===== src/rtl/core/sdfa_pkg.sv =====
// ============================================================================
// SPH density and pressure force accumulator - shared definitions
// Step codes, controller/datapath bundles and fixed constants.
// ============================================================================
package sdfa_pkg;

    localparam int CFG_IDX_W = 3;

    localparam logic [CFG_IDX_W-1:0] CFG_RADIUS   = 3'd0;
    localparam logic [CFG_IDX_W-1:0] CFG_REST     = 3'd1;
    localparam logic [CFG_IDX_W-1:0] CFG_GAIN     = 3'd2;
    localparam logic [CFG_IDX_W-1:0] CFG_DENS_COEF = 3'd3;
    localparam logic [CFG_IDX_W-1:0] CFG_GRAD_COEF = 3'd4;

    localparam logic [63:0] LIMIT      = 64'h4000_0000_0000_0000;
    localparam logic [30:0] MASK31     = 31'h7fff_ffff;
    localparam logic [63:0] FULL_SCALE = 64'h0000_0000_8000_0000;

    typedef enum logic [4:0] {
        OP_SQX, OP_SQY, OP_SQR,
        OP_D1, OP_D2, OP_D3, OP_DACC,
        OP_ROOT, OP_F, OP_GM, OP_P1, OP_P2, OP_R1, OP_R2, OP_M1, OP_M2,
        OP_UX, OP_MX, OP_FXACC, OP_UY, OP_MY, OP_FYACC,
        OP_FIN
    } op_t;

    typedef struct packed {
        logic load;
        logic start;
        logic emit;
        op_t  op;
    } ctl_cmd_t;

    typedef struct packed {
        logic done;
        logic kind;
        logic last;
        logic dens_skip;
        logic force_skip;
        logic out_free;
    } ctl_sts_t;

endpackage


===== src/rtl/core/sdfa_ctrl.sv =====
// ============================================================================
// SPH accumulator - controller
// Accepts a pair, walks the datapath through its steps and, after the last pair, issues the result.
// ============================================================================
module sdfa_ctrl (
    input  logic               aclk,
    input  logic               aresetn,
    input  logic               s_tvalid,
    output logic               s_tready,
    output sdfa_pkg::ctl_cmd_t cmd,
    input  sdfa_pkg::ctl_sts_t sts
);
    typedef enum logic [4:0] {
        S_IDLE  = 5'b00001,
        S_START = 5'b00010,
        S_WAIT  = 5'b00100,
        S_NEXT  = 5'b01000,
        S_EMIT  = 5'b10000
    } state_t;

    state_t        state_reg, state_next;
    sdfa_pkg::op_t op_reg, op_next, op_follow;

    always_comb begin
        case (op_reg)
            sdfa_pkg::OP_SQX:   op_follow = sdfa_pkg::OP_SQY;
            sdfa_pkg::OP_SQY:   op_follow = sdfa_pkg::OP_SQR;
            sdfa_pkg::OP_SQR: begin
                if (sts.kind) begin
                    op_follow = sts.force_skip ? sdfa_pkg::OP_FIN : sdfa_pkg::OP_ROOT;
                end else begin
                    op_follow = sts.dens_skip ? sdfa_pkg::OP_FIN : sdfa_pkg::OP_D1;
                end
            end
            sdfa_pkg::OP_D1:    op_follow = sdfa_pkg::OP_D2;
            sdfa_pkg::OP_D2:    op_follow = sdfa_pkg::OP_D3;
            sdfa_pkg::OP_D3:    op_follow = sdfa_pkg::OP_DACC;
            sdfa_pkg::OP_ROOT:  op_follow = sdfa_pkg::OP_F;
            sdfa_pkg::OP_F:     op_follow = sdfa_pkg::OP_GM;
            sdfa_pkg::OP_GM:    op_follow = sdfa_pkg::OP_P1;
            sdfa_pkg::OP_P1:    op_follow = sdfa_pkg::OP_P2;
            sdfa_pkg::OP_P2:    op_follow = sdfa_pkg::OP_R1;
            sdfa_pkg::OP_R1:    op_follow = sdfa_pkg::OP_R2;
            sdfa_pkg::OP_R2:    op_follow = sdfa_pkg::OP_M1;
            sdfa_pkg::OP_M1:    op_follow = sdfa_pkg::OP_M2;
            sdfa_pkg::OP_M2:    op_follow = sdfa_pkg::OP_UX;
            sdfa_pkg::OP_UX:    op_follow = sdfa_pkg::OP_MX;
            sdfa_pkg::OP_MX:    op_follow = sdfa_pkg::OP_FXACC;
            sdfa_pkg::OP_FXACC: op_follow = sdfa_pkg::OP_UY;
            sdfa_pkg::OP_UY:    op_follow = sdfa_pkg::OP_MY;
            sdfa_pkg::OP_MY:    op_follow = sdfa_pkg::OP_FYACC;
            default:            op_follow = sdfa_pkg::OP_FIN;
        endcase
    end

    always_comb begin
        state_next = state_reg;
        op_next    = op_reg;
        cmd.load   = 1'b0;
        cmd.start  = 1'b0;
        cmd.emit   = 1'b0;
        cmd.op     = op_reg;
        case (state_reg)
            S_IDLE: begin
                if (s_tvalid) begin
                    cmd.load   = 1'b1;
                    op_next    = sdfa_pkg::OP_SQX;
                    state_next = S_START;
                end
            end
            S_START: begin
                cmd.start  = 1'b1;
                state_next = S_WAIT;
            end
            S_WAIT: begin
                if (sts.done) begin
                    state_next = S_NEXT;
                end
            end
            S_NEXT: begin
                op_next    = op_follow;
                state_next = (op_follow == sdfa_pkg::OP_FIN) ? S_EMIT : S_START;
            end
            S_EMIT: begin
                if (!sts.last) begin
                    state_next = S_IDLE;
                end else if (sts.out_free) begin
                    cmd.emit   = 1'b1;
                    state_next = S_IDLE;
                end
            end
            default: begin
                state_next = S_IDLE;
            end
        endcase
    end

    always_ff @(posedge aclk) begin
        if (!aresetn) begin
            state_reg <= S_IDLE;
            op_reg    <= sdfa_pkg::OP_FIN;
        end else begin
            state_reg <= state_next;
            op_reg    <= op_next;
        end
    end

    assign s_tready = (state_reg == S_IDLE);

`ifndef SYNTHESIS
    a_emit_free: assert property (@(posedge aclk) disable iff (!aresetn)
        cmd.emit |-> sts.out_free && sts.last)
        else $error("result issued while output register is occupied");
    a_load_first: assert property (@(posedge aclk) disable iff (!aresetn)
        cmd.load |=> (op_reg == sdfa_pkg::OP_SQX) && (state_reg == S_START))
        else $error("accepted pair did not start with the first step");
    a_done_next: assert property (@(posedge aclk) disable iff (!aresetn)
        (state_reg == S_WAIT && sts.done) |=> state_reg == S_NEXT)
        else $error("step completion missed");
    a_start_wait: assert property (@(posedge aclk) disable iff (!aresetn)
        cmd.start |=> !s_tready && $stable(op_reg))
        else $error("step operation changed while a unit is busy");
`endif
endmodule


===== config.mk =====
export PLATFORM = sky130hd
export DESIGN_NAME = sdfa_ctrl
export DESIGN_NICKNAME = d
export VERILOG_FILES = /design/src/rtl/core/sdfa_pkg.sv /design/src/rtl/core/sdfa_ctrl.sv
export SDC_FILE = /design/constraint.sdc
export NUM_CORES = 1
export LEC_CHECK = 0
export BUFFER_PORTS_ARGS = -buffer_cell sky130_fd_sc_hd__buf_4
export CORE_AREA = 10 10 47 49
export DETAILED_ROUTE_END_ITERATION = 16
export DIE_AREA = 0 0 57 59
export PLACE_DENSITY = 0.76
export SYNTH_ARGS = -nofsm -noshare
export SYNTH_HDL_FRONTEND = slang
export SYNTH_SLANG_ARGS = --single-unit

===== constraint.sdc =====
create_clock -name aclk -period 2.7 [get_ports aclk]
set_clock_uncertainty 0.1 [all_clocks]
set_input_delay 0.54 -clock aclk [delete_from_list [all_inputs] [get_ports aclk]]
set_output_delay 0.54 -clock aclk [all_outputs]
set_load 0.02 [all_outputs]

==> flow_summary.ini <==
[clocking]
tritoncts = done
ctsHtreeMaxLevel = 1
cts_max_path_buffers = 2
clkLatencyLatePin_ns = 0.27
clkTransAtPathRegs_ns = 0.07
ctsRootBufferMaster = clkbuf_4
clock_sinks = 10
cts_buffers = 3
post_cts_buffers = 0
ctsResizeCount = 0
cts_hold_buffers = 0

[die]
die_w_um = 57
ioPinCount = 18
core_area_um2 = 1401
row_count = 14
start_util_pct = 47.23
dieArea_um2 = 3363
die_y_um = 59

[drt]
antenna_left = 0
vias = 646
drcViolationCount = 0
routed_wl_um = 1671
drt_iter0_drc = 21
vias_per_cell = 5.873
dr.pass1.iters = 5
wl_per_cell_um = 15.19

[sta]
final-hold-violation-count = 0
finalSetupViolations = 0
finalCritPeriodShare_pct = 82.25
tightest_slew_ns = 0.3781
drv_slew = 0
slew_headroom_pct = 74.76
tns_ns = 0
rsz0062_at_grt = false
period_minus_slack_ns = 2.221
timing.fmax_ghz = 0.4503

[hold_path]
min_to = state_reg[1]
hold_path_class = primary input to flip-flop
min-delay-start = aresetn
min_path_cells = 2

[setup_path]
timing.rr.start = state_reg[1]
rrSetupSlack_ns = 0.99
critPathKind = flip-flop to primary output
end_kind = primary output
crit_arrival_ns = 1.58
cp.required_ns = 2.06
reg2regPathDepth = 5
startpoint_type = flip-flop
crit_slowest_cell = dfxtp_1
crit_path_max_incr_delay_ns = 0.38
worstReg2RegEnd = op_reg[3]
path_cells = nor4_1 > and2_1 > nand2_1 > inv_1 > buf_4
crit_cells = 5
worst-path-buf-inv = 2
critPathLaunch = state_reg[1]
crit_family = simple AND/OR/NAND/NOR gates
crit_fanout = 5

[power]
p_leak_uw = 0.0003451
ir_worst_vdd_v = 0.0002366
power_density_nw_per_um2 = 502.0

[run]
cap_violations = 0

[placement]
dpl.hpwl_um = 1312
finalWeightedCongestion = 0.8270
place_inst = 106
io_buffers = 17

[synthesis]
ys_seq_area_share_pct = 30.25
avgSynthCellArea_um2 = 8.378
synth_cell_types = 36
ys_warn_count = 0
ys_ff_latch = 10
synth_area_leaders = dfxtp_1 (30%), a221o_1 (4.5%), inv_1 (4.5%)
synth_area_leader_cell = dfxtp_1
async_flop_share_pct = 0
synth.most_common_cell = dfxtp_1
synth_edf_count = 0
ys.flop_type = dfxtp_1
syn_area_um2 = 661.9
synth_top_area_share_pct = 30.25
netlist_top_cells_count = dfxtp_1 (10), inv_1 (8), nand2_1 (7), nor2_1 (7), nand3_1 (4)
syn-num-nets = 88
syn_inst = 79

[global_routing]
grt_max_degree = 13
use_met1_pct = 11.46
antenna_found_initial = 0
grtUsageMet3_pct = 4.506
globalRoute.busiestLayer = met2
grt_overflow = 0
grt_pass1_vias = 626
track_usage_pct = 10.17
grt_pass1_wl_um = 2856
grtUsageMet2_pct = 16.28

[finish]
drive_above_1_share_pct = 27.66
instances_no_fill = 110
final_util_pct = 57.50
n_antenna_cell = 0
areaGrowthSynthToFinish_pct = 21.74
num-fill-cells = 138
fin_nets = 104

[status]
status = complete, no violations
-- cells by family after synthesis --
group	Yosys count	synth area share, %
AND/OR/NAND/NOR	32	30.44
AO/OA/AOI/OAI	22	27.22
buffers and inverters	14	10.58
flip-flops	10	30.25
multiplexers	1	1.512
-- where the power goes --
group / total (uW) / internal, uW / switching [uW]
sequential: 172 / 156 / 16.0
combinational: 95.3 / 44.9 / 50.4
clock: 138 / 82.0 / 55.6
total: 404 / 283 / 122
-- per-stage QoR --
step           total power [uW]  instance area, um^2  hold slack, ns  setup slack, ns
2_1_floorplan             240.7                661.9          0.5230           0.6396
3_3_place_gp              268.5                769.5          0.4927           0.8378
3_5_place_dp              270.8                769.5          0.5105           0.7752
4_1_cts                   404.6                805.8          0.4005           0.4788
5_1_grt                   427.4                805.8          0.4060           0.3059
6_report                  404.5                805.8          0.3955           0.4792
-- layout by cell type, fill, tap and decap left out, drive strengths merged --
cell type / n
or3: 1
buf: 17
nand3: 4
and2: 1
dfxtp: 10
nand4: 1
a311oi: 1
inv: 8
a32o: 1
o31ai: 2
nor3: 2
a221o: 3
nor4: 3
nand3b: 2
o21a: 1
a41oi: 1
a41o: 2
o21ai: 3
a31oi: 1
and3b: 1
mux2i: 1
o211a: 1
o41ai: 1
o2111ai: 1
and4bb: 1
nand2: 7
clkbuf: 4
nor2: 7
nor3b: 2
a21oi: 4
-- cell type report --
class | count | area [um^2] | area share [%]
clock buffer | 4 | 36.28 | 4.503
inverter | 8 | 30.03 | 3.727
multi-input combinational | 55 | 391.6 | 48.60
sequential | 10 | 200.2 | 24.84
tap | 16 | 20.02 | 2.484
timing repair buffer | 17 | 127.6 | 15.84
-- per-layer routing --
layer,vias to the layer above,part of all wire (%)
li1,326,-
met1,302,44
met2,13,48
met3,5,6.3
met4,0,1.1
met5,-,0
-- worst reg2reg max path, delay by kind of cell (launching register included) --
| kind | cells | cell delay, ns |
|---|---|---|
| DFF | 1 | 0.38 |
| AOI/OAI and AO/OA | 2 | 0.41 |
| and+or+nand+nor | 3 | 0.71 |
-- worst max-delay path by stage --
stage | to | slack, ns
after CTS | cmd[7] | 0.48
after floorplan | cmd[5] | 0.64
after global placement | cmd[7] | 0.84
after global routing | cmd[7] | 0.31
final | cmd[7] | 0.48
after detailed placement | cmd[7] | 0.78
No activity file was read; power rests on OpenSTA's default activity.
